`src/hdl/priority_event_slot_queue_core_defines.svh`:
```
// Assertion macros for the priority event slot queue.
// Used by the top level only; depends on nothing else.
`ifndef PRIORITY_EVENT_SLOT_QUEUE_CORE_DEFINES_SVH
`define PRIORITY_EVENT_SLOT_QUEUE_CORE_DEFINES_SVH

// Implication checked while out of reset.
`define PESQ_ASSERT_IMP(label, clk, rst_n, ante, cons) \
    label: assert property (@(posedge clk) disable iff (!(rst_n)) (ante) |-> (cons)) \
        else $error("pesq: assertion failed");

// Next-cycle implication that is also checked across reset.
`define PESQ_ASSERT_NXT(label, clk, ante, cons) \
    label: assert property (@(posedge clk) (ante) |=> (cons)) \
        else $error("pesq: assertion failed");

`endif

```
`src/hdl/pesq_pkg.sv`:
```
// Shared types and constants for the priority event slot queue.
// Depends on nothing; imported by every module of the block.
package pesq_pkg;

    localparam int QUEUE_DEPTH_DEF = 8;
    localparam logic [15:0] BCAST_RESET = 16'hFFFF;

    typedef enum logic {
        ACT_EMIT     = 1'b0,
        ACT_DISPATCH = 1'b1
    } t_action;

    typedef enum logic [1:0] {
        ST_STORED = 2'd0,
        ST_FULL   = 2'd1,
        ST_SENT   = 2'd2,
        ST_EMPTY  = 2'd3
    } t_status;

    // Target sits in the lowest bits, payload in the highest.
    typedef struct packed {
        logic [31:0] payload;
        logic [7:0]  etype;
        logic [7:0]  prio;
        logic [15:0] target;
    } t_event;

    typedef struct packed {
        t_action action;
        t_event  ev;
    } t_cmd;

    typedef struct packed {
        logic    broadcast;
        t_status status;
        t_event  ev;
    } t_result;

endpackage

```
`src/hdl/pesq_front.sv`:
```
// Front end of the priority event slot queue: accepts input words, decodes
// the action and holds commands in a two-entry queue. Depends on pesq_pkg.
module pesq_front
    import pesq_pkg::*;
(
    input  logic        i_clk,
    input  logic        i_rst_n,
    input  logic        i_s_axis_tvalid,
    output logic        o_s_axis_tready,
    input  logic [63:0] i_s_axis_tdata,
    input  logic        i_s_axis_tuser,
    output logic        o_cmd_valid,
    output t_cmd        o_cmd,
    input  logic        i_cmd_pop
);

    t_cmd       r_buf [2];
    logic       r_wp;
    logic       r_rp;
    logic [1:0] r_cnt;
    logic       w_push;
    logic       w_pop;
    t_cmd       w_cmd;

    always_comb begin
        w_cmd.action = t_action'(i_s_axis_tuser);
        w_cmd.ev     = t_event'(i_s_axis_tdata);
    end

    assign o_s_axis_tready = (r_cnt != 2'd2);
    assign o_cmd_valid     = (r_cnt != 2'd0);
    assign o_cmd           = r_buf[r_rp];
    assign w_push          = i_s_axis_tvalid && o_s_axis_tready;
    assign w_pop           = i_cmd_pop && o_cmd_valid;

    always_ff @(posedge i_clk) begin
        if (!i_rst_n) begin
            r_wp  <= 1'b0;
            r_rp  <= 1'b0;
            r_cnt <= 2'd0;
        end else begin
            if (w_push) begin
                r_buf[r_wp] <= w_cmd;
                r_wp        <= ~r_wp;
            end
            if (w_pop) begin
                r_rp <= ~r_rp;
            end
            case ({w_push, w_pop})
                2'b10:   r_cnt <= r_cnt + 2'd1;
                2'b01:   r_cnt <= r_cnt - 2'd1;
                default: r_cnt <= r_cnt;
            endcase
        end
    end

endmodule

```
`src/hdl/pesq_engine.sv`:
```
// Back end of the priority event slot queue: slot memory, free flags, the
// slot scan for emit and dispatch, and the result register. Depends on pesq_pkg.
module pesq_engine
    import pesq_pkg::*;
#(
    parameter int QUEUE_DEPTH = QUEUE_DEPTH_DEF
) (
    input  logic        i_clk,
    input  logic        i_rst_n,
    input  logic [15:0] i_bcast,
    input  logic        i_cmd_valid,
    input  t_cmd        i_cmd,
    output logic        o_cmd_pop,
    output logic        o_res_valid,
    output t_result     o_res,
    input  logic        i_res_ready
);

    localparam int IDX_W = (QUEUE_DEPTH > 1) ? $clog2(QUEUE_DEPTH) : 1;
    localparam int CNT_W = $clog2(QUEUE_DEPTH + 1);
    localparam logic [CNT_W-1:0] LAST_IDX = CNT_W'(QUEUE_DEPTH - 1);

    typedef enum logic [2:0] {
        S_IDLE,
        S_FIND,
        S_SCAN,
        S_LAST,
        S_DECIDE,
        S_RESULT
    } t_state;

    t_state                 r_state;
    t_cmd                   r_cmd;
    logic [CNT_W-1:0]       r_idx;
    logic [QUEUE_DEPTH-1:0] r_free;
    t_event                 r_mem [QUEUE_DEPTH];
    t_event                 r_rd_data;
    logic                   r_rd_vld;
    logic                   r_rd_occ;
    logic [IDX_W-1:0]       r_rd_idx;
    t_event                 r_best;
    logic [IDX_W-1:0]       r_best_idx;
    logic                   r_have;
    t_result                r_res;
    t_result                r_out;
    logic                   r_out_valid;
    logic [IDX_W-1:0]       w_idx;
    logic                   w_wr_en;

    assign w_idx       = r_idx[IDX_W-1:0];
    assign w_wr_en     = (r_state == S_FIND) && r_free[w_idx];
    assign o_cmd_pop   = (r_state == S_IDLE);
    assign o_res_valid = r_out_valid;
    assign o_res       = r_out;

    always_ff @(posedge i_clk) begin
        if (w_wr_en) begin
            r_mem[w_idx] <= r_cmd.ev;
        end
        r_rd_data <= r_mem[w_idx];
    end

    always_ff @(posedge i_clk) begin
        if (!i_rst_n) begin
            r_state     <= S_IDLE;
            r_free      <= '1;
            r_rd_vld    <= 1'b0;
            r_out_valid <= 1'b0;
        end else begin
            if (r_rd_vld && r_rd_occ && (r_rd_data.prio >= r_best.prio)) begin
                r_best     <= r_rd_data;
                r_best_idx <= r_rd_idx;
                r_have     <= 1'b1;
            end
            if (i_res_ready && (r_state != S_RESULT)) begin
                r_out_valid <= 1'b0;
            end
            unique case (r_state)
                S_IDLE: begin
                    if (i_cmd_valid) begin
                        r_cmd       <= i_cmd;
                        r_idx       <= '0;
                        r_have      <= 1'b0;
                        r_best.prio <= '0;
                        r_state     <= (i_cmd.action == ACT_EMIT) ? S_FIND : S_SCAN;
                    end
                end
                S_FIND: begin
                    if (r_free[w_idx]) begin
                        r_free[w_idx] <= 1'b0;
                        r_res         <= '{broadcast: 1'b0, status: ST_STORED, ev: '0};
                        r_state       <= S_RESULT;
                    end else if (r_idx == LAST_IDX) begin
                        r_res   <= '{broadcast: 1'b0, status: ST_FULL, ev: '0};
                        r_state <= S_RESULT;
                    end else begin
                        r_idx <= r_idx + 1'b1;
                    end
                end
                S_SCAN: begin
                    r_rd_vld <= 1'b1;
                    r_rd_occ <= ~r_free[w_idx];
                    r_rd_idx <= w_idx;
                    if (r_idx == LAST_IDX) begin
                        r_state <= S_LAST;
                    end else begin
                        r_idx <= r_idx + 1'b1;
                    end
                end
                S_LAST: begin
                    r_rd_vld <= 1'b0;
                    r_state  <= S_DECIDE;
                end
                S_DECIDE: begin
                    if (r_have) begin
                        r_free[r_best_idx] <= 1'b1;
                        r_res <= '{broadcast: (r_best.target == i_bcast),
                                   status: ST_SENT, ev: r_best};
                    end else begin
                        r_res <= '{broadcast: 1'b0, status: ST_EMPTY, ev: '0};
                    end
                    r_state <= S_RESULT;
                end
                S_RESULT: begin
                    if (!r_out_valid || i_res_ready) begin
                        r_out       <= r_res;
                        r_out_valid <= 1'b1;
                        r_state     <= S_IDLE;
                    end
                end
                default: r_state <= S_IDLE;
            endcase
        end
    end

endmodule

```
`src/hdl/priority_event_slot_queue_core.sv`:
```
// Priority event slot queue, top level: configuration register, front end,
// back end and checks. Depends on pesq_pkg, pesq_front, pesq_engine and
// priority_event_slot_queue_core_defines.svh.
//
// An input word either emits an event (tuser 0) into the lowest free slot or
// dispatches (tuser 1) the occupied slot of highest priority, the highest
// slot index winning a tie. Every input word gives exactly one output word,
// in order; its tuser carries the status and the broadcast flag.
// The front end queues up to two words, so the input stays ready while the
// back end works or while a result waits to be taken, until two words wait.
// The back end handles one word at a time and walks the slots one per cycle:
// an emit stops at the first free slot, or after the last slot when every
// slot is taken, and a dispatch visits every slot, the slot memory read port
// being visited once per slot.
// If the receiver stalls, the result is held in the output register and the
// back end waits with the next result; input is taken until the queue fills.
// Reset frees every slot, empties both queues and sets the broadcast target
// to all ones. The user must write the broadcast target only while the
// block is idle; the block itself does not enforce this.
module priority_event_slot_queue_core
    import pesq_pkg::*;
#(
    parameter int QUEUE_DEPTH = QUEUE_DEPTH_DEF
) (
    input  logic        i_clk,
    input  logic        i_rst_n,
    input  logic        i_cfg_wr_en,
    input  logic [15:0] i_cfg_wr_data,
    input  logic        i_s_axis_tvalid,
    output logic        o_s_axis_tready,
    // target, priority_req, kind, payload
    input  logic [63:0] i_s_axis_tdata,
    // action
    input  logic        i_s_axis_tuser,
    output logic        o_m_axis_tvalid,
    input  logic        i_m_axis_tready,
    // out_target, out_priority, out_kind, out_payload
    output logic [63:0] o_m_axis_tdata,
    // status, broadcast
    output logic [2:0]  o_m_axis_tuser
);

`include "priority_event_slot_queue_core_defines.svh"

    logic [15:0] r_bcast;
    logic        w_cmd_valid;
    t_cmd        w_cmd;
    logic        w_cmd_pop;
    t_result     w_res;

    always_ff @(posedge i_clk) begin
        if (!i_rst_n) begin
            r_bcast <= BCAST_RESET;
        end else if (i_cfg_wr_en) begin
            r_bcast <= i_cfg_wr_data;
        end
    end

    pesq_front u_front (
        .i_clk           (i_clk),
        .i_rst_n         (i_rst_n),
        .i_s_axis_tvalid (i_s_axis_tvalid),
        .o_s_axis_tready (o_s_axis_tready),
        .i_s_axis_tdata  (i_s_axis_tdata),
        .i_s_axis_tuser  (i_s_axis_tuser),
        .o_cmd_valid     (w_cmd_valid),
        .o_cmd           (w_cmd),
        .i_cmd_pop       (w_cmd_pop)
    );

    pesq_engine #(
        .QUEUE_DEPTH (QUEUE_DEPTH)
    ) u_engine (
        .i_clk       (i_clk),
        .i_rst_n     (i_rst_n),
        .i_bcast     (r_bcast),
        .i_cmd_valid (w_cmd_valid),
        .i_cmd       (w_cmd),
        .o_cmd_pop   (w_cmd_pop),
        .o_res_valid (o_m_axis_tvalid),
        .o_res       (w_res),
        .i_res_ready (i_m_axis_tready)
    );

    assign o_m_axis_tdata = w_res.ev;
    assign o_m_axis_tuser = {w_res.broadcast, w_res.status};

    `PESQ_ASSERT_IMP(a_idle_fields_zero, i_clk, i_rst_n, o_m_axis_tvalid && (w_res.status != ST_SENT), (o_m_axis_tdata == 64'd0) && !w_res.broadcast)
    `PESQ_ASSERT_IMP(a_bcast_only_sent, i_clk, i_rst_n, o_m_axis_tvalid && w_res.broadcast, w_res.status == ST_SENT)
    `PESQ_ASSERT_NXT(a_reset_no_result, i_clk, !i_rst_n, !o_m_axis_tvalid)

endmodule
```
`config.mk`:
```
export PLATFORM = sky130hd
export DESIGN_NAME = priority_event_slot_queue_core
export DESIGN_NICKNAME = d
export VERILOG_FILES = /design/src/hdl/pesq_pkg.sv /design/src/hdl/pesq_front.sv /design/src/hdl/pesq_engine.sv /design/src/hdl/priority_event_slot_queue_core.sv
export VERILOG_INCLUDE_DIRS = /design/src /design/src/hdl
export SDC_FILE = /design/constraint.sdc
export NUM_CORES = 1
export LEC_CHECK = 0
export BUFFER_PORTS_ARGS = -buffer_cell sky130_fd_sc_hd__buf_2
export CAP_MARGIN = 10
export CORE_MARGIN = 2
export CORE_UTILIZATION = 40
export DETAILED_ROUTE_END_ITERATION = 8
export PLACE_DENSITY = 0.56
export SYNTH_ARGS = -nofsm -noshare
export SYNTH_HDL_FRONTEND = slang
export SYNTH_SLANG_ARGS = --single-unit
```
`constraint.sdc`:
```
create_clock -name i_clk -period 17.02 [get_ports i_clk]
set_input_delay 5.106 -clock i_clk [delete_from_list [all_inputs] [get_ports i_clk]]
set_output_delay 5.106 -clock i_clk [all_outputs]
set_load 0.01 [all_outputs]
```
After elaboration in Yosys (flattened, before gate mapping)
Memory sizes are Yosys's and may differ from the RTL's. A register that Yosys moved wholly into a read port is not among the register bits.
Cells that the tools add are included.
{"block": "totals", "reg_bits": 307, "ramBits": 642, "in_bits": 86, "out_inout_bits": 69, "wordCells": 133, "n_memories": 2}
{"block": "op_classes", "addsub": 3, "n_lt_le_gt_ge": 5, "n_eq_ne": 18, "n_mux": 42, "bitwise": 6, "n_reduce_logical": 24}
{"name": "u_engine.r_mem", "words": 8, "word_bits": 64, "read_ports": 1, "rd_ports_with_merged_regs": 1, "wr": 1, "line_no": "pesq_engine.sv:36", "rtl": "t_event r_mem [QUEUE_DEPTH];"}
{"name": "u_front.r_buf", "words": 2, "word_bits": 65, "read_ports": 1, "rd_ports_with_merged_regs": 1, "wr": 1, "line_no": "pesq_front.sv:17", "rtl": "t_cmd r_buf [2];"}
{"operator": "$mux W67", "n": 3}
{"operator": "$pmux W67 S2", "n": 1}
{"operator": "$mux W8", "n": 4}
{"operator": "$mux W24", "n": 1}
{"operator": "$pmux W3 S6", "n": 1}
{"operator": "$eq A16 B16 Y1", "n": 1}
{"operator": "$mux W1", "n": 16}
{"operator": "$pmux W8 S2", "n": 1}
{"operator": "$mux W3", "n": 5}
{"operator": "$mux W4", "n": 3}
{"operator": "$pmux W4 S3", "n": 1}
{"operator": "$reduce_and A3 Y1", "n": 4}
{"operator": "$and A8 B8 Y8", "n": 1}
{"operator": "$ge A8 B8 Y1", "n": 1}
{"operator": "$logic_and A1 B1 Y1", "n": 8}
{"operator": "$lt A3 B4 Y1 const B", "n": 2}
{"operator": "$ne A2 B1 Y1 const B", "n": 4}
{"operator": "$not A8 Y8", "n": 1}
{"operator": "$or A8 B8 Y8", "n": 1}
{"operator": "$reduce_and A4 Y1", "n": 2}
{"operator": "$reduce_bool A2 Y1", "n": 4}
{"operator": "$demux W1 S3", "n": 2}
{"operator": "$eq A3 B2 Y1 const B", "n": 2}
{"operator": "$eq A3 B3 Y1 const B", "n": 2}
{"operator": "other kinds (20)", "n": 27}

Depth between registers and ports, before layout
{"block": "logic_depth", "depth_word": 8, "mapped_depth": 9, "mapped_depth_nobuf": 7}

Hierarchy
Synthesis repeated with hierarchy kept, for this count alone.
{"block": "unflattened", "hier_cells": 1856, "hier_area_um2": 35876.9}
{"module": "pesq_engine", "instances": 1, "cells_each": 1576, "area_per_inst_um2": 30370.4, "seq_area_each_um2": 25144.1}
{"module": "pesq_front", "instances": 1, "cells_each": 228, "area_per_inst_um2": 4926.0, "seq_area_each_um2": 4003.8}
{"module": "priority_event_slot_queue_core", "instances": 1, "cells_each": 52, "area_per_inst_um2": 580.6, "seq_area_each_um2": 320.3}

Least setup slack after synthesis
Ideal clock, no wire load.
{"block": "synth_timing", "kind": "input to register", "start": "in i_rst_n", "end": "mem u_front.r_buf[0][0] in the netlist's numbering (enable)", "t_arrival_ns": 9.639, "required_ns": 16.452, "slack_ns": 6.812, "path_stages": 2, "path_buffers": 0, "path_cell_list": "inv_1 nor3_1"}
{"block": "synth_via", "elab_chain_len": 2}
{"element": "start, declared", "line_no": "priority_event_slot_queue_core.sv:26", "rtl": "input logic i_rst_n,"}
{"element": "$mux W1", "line_no": "pesq_front.sv:37", "rtl": "if (!i_rst_n) begin"}
{"element": "$mux W1 (implied by the code)", "line_no": "pesq_front.sv:43", "rtl": "r_buf[r_wp] <= w_cmd;"}
{"element": "end, declared", "line_no": "pesq_front.sv:17"}
Every way passes these cells.

Worst setup path after layout
{"block": "layout_timing", "start": "in i_rst_n", "end": "mem u_front.r_buf[0][61] in the netlist's numbering (enable)"}
The elaborated chain is that of the path after synthesis.

==> reports/qor.yml <==
status: "finished, final reports clean"
nets: 2220
setup_viol: 0
maxCapViolations: 0
critPathCapture: "u_front.r_buf[0][61]"
critical_path_class: "input port to flip-flop"
critPathSlowestCell: "buf_2"
grt_pass1_vias: 17800
leakagePower_nw: 13.8
synth_area_leaders: "edfxtp_1 76%, dfxtp_1 5.5%, mux2_2 3.5%"
highest_layer: "met5"
r2r-start: "u_engine.r_idx[2]"
yosys_warnings: 0
worstSetupStartpointType: "input port"
clock-sinks: 1014
synth-seq-cells: 1014
finalCritPeriodShare: 0.428
fp.dieW_um: 304
io_buffers: 154
synth_ff_type: "edfxtp_1"
yosysMostFrequentCell: "edfxtp_1"
skew_ns: 0.0155
wl_met3_mm: 4.98
worstSetupStartpoint: "i_rst_n"
die_height_um: 304
power.density_nw_per_um2: 164
htreeDepth: 3
cpMostUsedCell: "buf_4"
synth.avg_cell_area_um2: 18.7
fin_cells: 3375
grt-ovfl-total: 0
final_layout_size_suffix_gt1_frac: 0.221
vdd_drop_max_mv: 0.0910
path_max_fanout: 44
met2_length_mm: 36.4
postCtsSetupBuffers: 0
wl_mm: 78.6
drt_iter0_drc: 1511
slew_headroom: 0.272
syn_area_um2: 36000
numCtsBuffers: 101
rrSetupSlack_ns: 12.73
reg2regPathDepth: 6
hp-class: "flip-flop to flip-flop"
rsz0062_at_grt: "no"
syn-num-nets: 2018
multi_input_area_um2: 6150
wl_per_cell_um: 23.3
cts_tree: "built"
hold_viol_final: 0
hpwl_mm: 45.5
seq_area_frac_synth: 0.819
dieArea_um2: 92300
grt_max_degree: 111
arrival_ns: 7.57
syn_inst: 1922
tightest_slew_ns: 1.09
start_util: 0.405
row_count: 109
ant_nets: 0
synth_edf_count: 916
grt_pass1_wl_mm: 117
cts_hold_buffers: 0
rr_endpoint: "u_engine.r_mem[0][16]"
fillers: 7478
slew_violations: 0
yosys.area.top_type: "edfxtp_1"
final.setup.tns_ns: 0
fp.coreArea_um2: 88800
grt_usage: 0.170
cts.path.max_buffers: 3
io_pins: 155
path_cells: "buf_2 -> inv_1 -> nor3_2 -> buf_4 -> buf_4"
yosysTopAreaCellShare: 0.765
drc_errors: 0
period_minus_slack_ns: 7.28
drt_first_pass_iters: 5
clkTransAtPathRegs_ns: 0.05
routed_via_density: 5.19
clk_latency_ns: 0.66
seq_area_um2: 29500
endpoint_kind: "flip-flop"
yosys-top-cells-count: "916 x edfxtp_1, 112 x mux2_2, 98 x dfxtp_1, 82 x nand2_1, 79 x mux2i_1"
slowest_delay_ns: 0.60
fmax_mhz: 137
synthDistinctLibCells: 59
gp_congestion: 0.739
ys_async_sr_fraction: 0
vias: 17500
cts-root-buf: "clkbuf_16"
syn2layout_area_growth_pct: 15.3
ctsResizeCount: 0
drt-met1-wl_mm: 35.5
antenna_found_initial: 9
crit_required_ns: 17.31
dp_cells: 3186
## metrics by stage
step	setup WS, ns	util	hold WS, ns	area [um^2]	power [mW]
finish	9.74	0.467	0.403	41400	6.80
global route	9.54	0.467	0.409	41400	7.09
global placement	9.03	0.431	0.389	38200	4.69
floorplan	6.81	-	0.386	36000	4.15
detailed placement	9.01	0.431	0.389	38200	4.71
CTS	9.71	0.467	0.403	41400	6.85
## power breakdown
part / switching [mW] / internal [mW] / total, mW
Clock: 0.904 / 1.23 / 2.14
Sequential: 0.187 / 3.16 / 3.34
Combinational: 0.873 / 0.443 / 1.32
## area by class of cell
cell class	instances	area share
Timing Repair Buffer	193	0.0266
Sequential cell	1014	0.711
Clock inverter	51	0.0103
Antenna cell	1	0.0000604
Multi-Input combinational cell	796	0.148
Clock buffer	137	0.0670
Tap cell	1165	0.0352
Inverter	18	0.00163
## how the worst min path moves through the flow
stage	from	endpoint	slack (ns)	cells past startpoint
6_report	u_engine.r_rd_data[29]	u_engine.r_best[29]	0.40	0
5_1_grt	u_engine.r_rd_data[36]	u_engine.r_best[36]	0.41	0
4_1_cts	u_engine.r_rd_data[29]	u_engine.r_best[29]	0.40	0
3_5_place_dp	u_engine.r_rd_data[27]	u_engine.r_best[27]	0.39	0
3_3_place_gp	u_engine.r_rd_data[29]	u_engine.r_best[29]	0.39	0
2_1_floorplan	u_engine.r_rd_data[0]	u_engine.r_best[0]	0.39	0
## sequential cells by signal, summed over array words and instances (netlist names), 4 cells and up, named ones only
name                count
u_engine.r_res         67
u_engine.r_cmd         64
u_engine.r_idx          4
u_engine.r_rd_data     64
u_engine.o_res         67
u_engine.r_mem        512
u_engine.r_best        64
u_front.r_buf         130
r_bcast                16
u_engine.r_free         8
## critical path, delay by kind of cell
kind | cells | cell delay [ns]
simple gates | 1 | 0.29
buf+inv | 4 | 2.11
## cell families after synthesis
group                      synth area share
and+or+nand+nor                      0.0359
xor gates and xnor gates            0.00536
buffers and inverters                0.0134
AOI/OAI and AO/OA                    0.0595
muxes                                0.0630
DFF                                   0.819
adders and majority gates           0.00348
## placed cells by master (no fill, tap or decap), types with 17 or more instances in the layout
cell / Yosys / final
edfxtp_1: 916 / 916
buf_2: 24 / 154
mux2_2: 112 / 112
clkbuf_16: 0 / 103
dfxtp_1: 98 / 97
nand2_1: 82 / 82
mux2i_1: 79 / 79
nor2_1: 78 / 65
and2_1: 62 / 61
a21oi_1: 54 / 53
o21ai_0: 51 / 51
a22oi_1: 50 / 50
a221oi_1: 45 / 45
buf_4: 4 / 36
clkbuf_1: 57 / 27
a221o_1: 26 / 26
clkinv_2: 0 / 20
a22o_1: 18 / 18
clkinv_1: 0 / 18
inv_1: 18 / 17
## routing by layer
layer / global-route usage / vias up
li1: - / 7999
met3: 0.0357 / 112
met4: 0.0498 / 6
met5: 0 / -
met1: 0.239 / 8860
met2: 0.266 / 529
(Power assumes the default switching activity.)
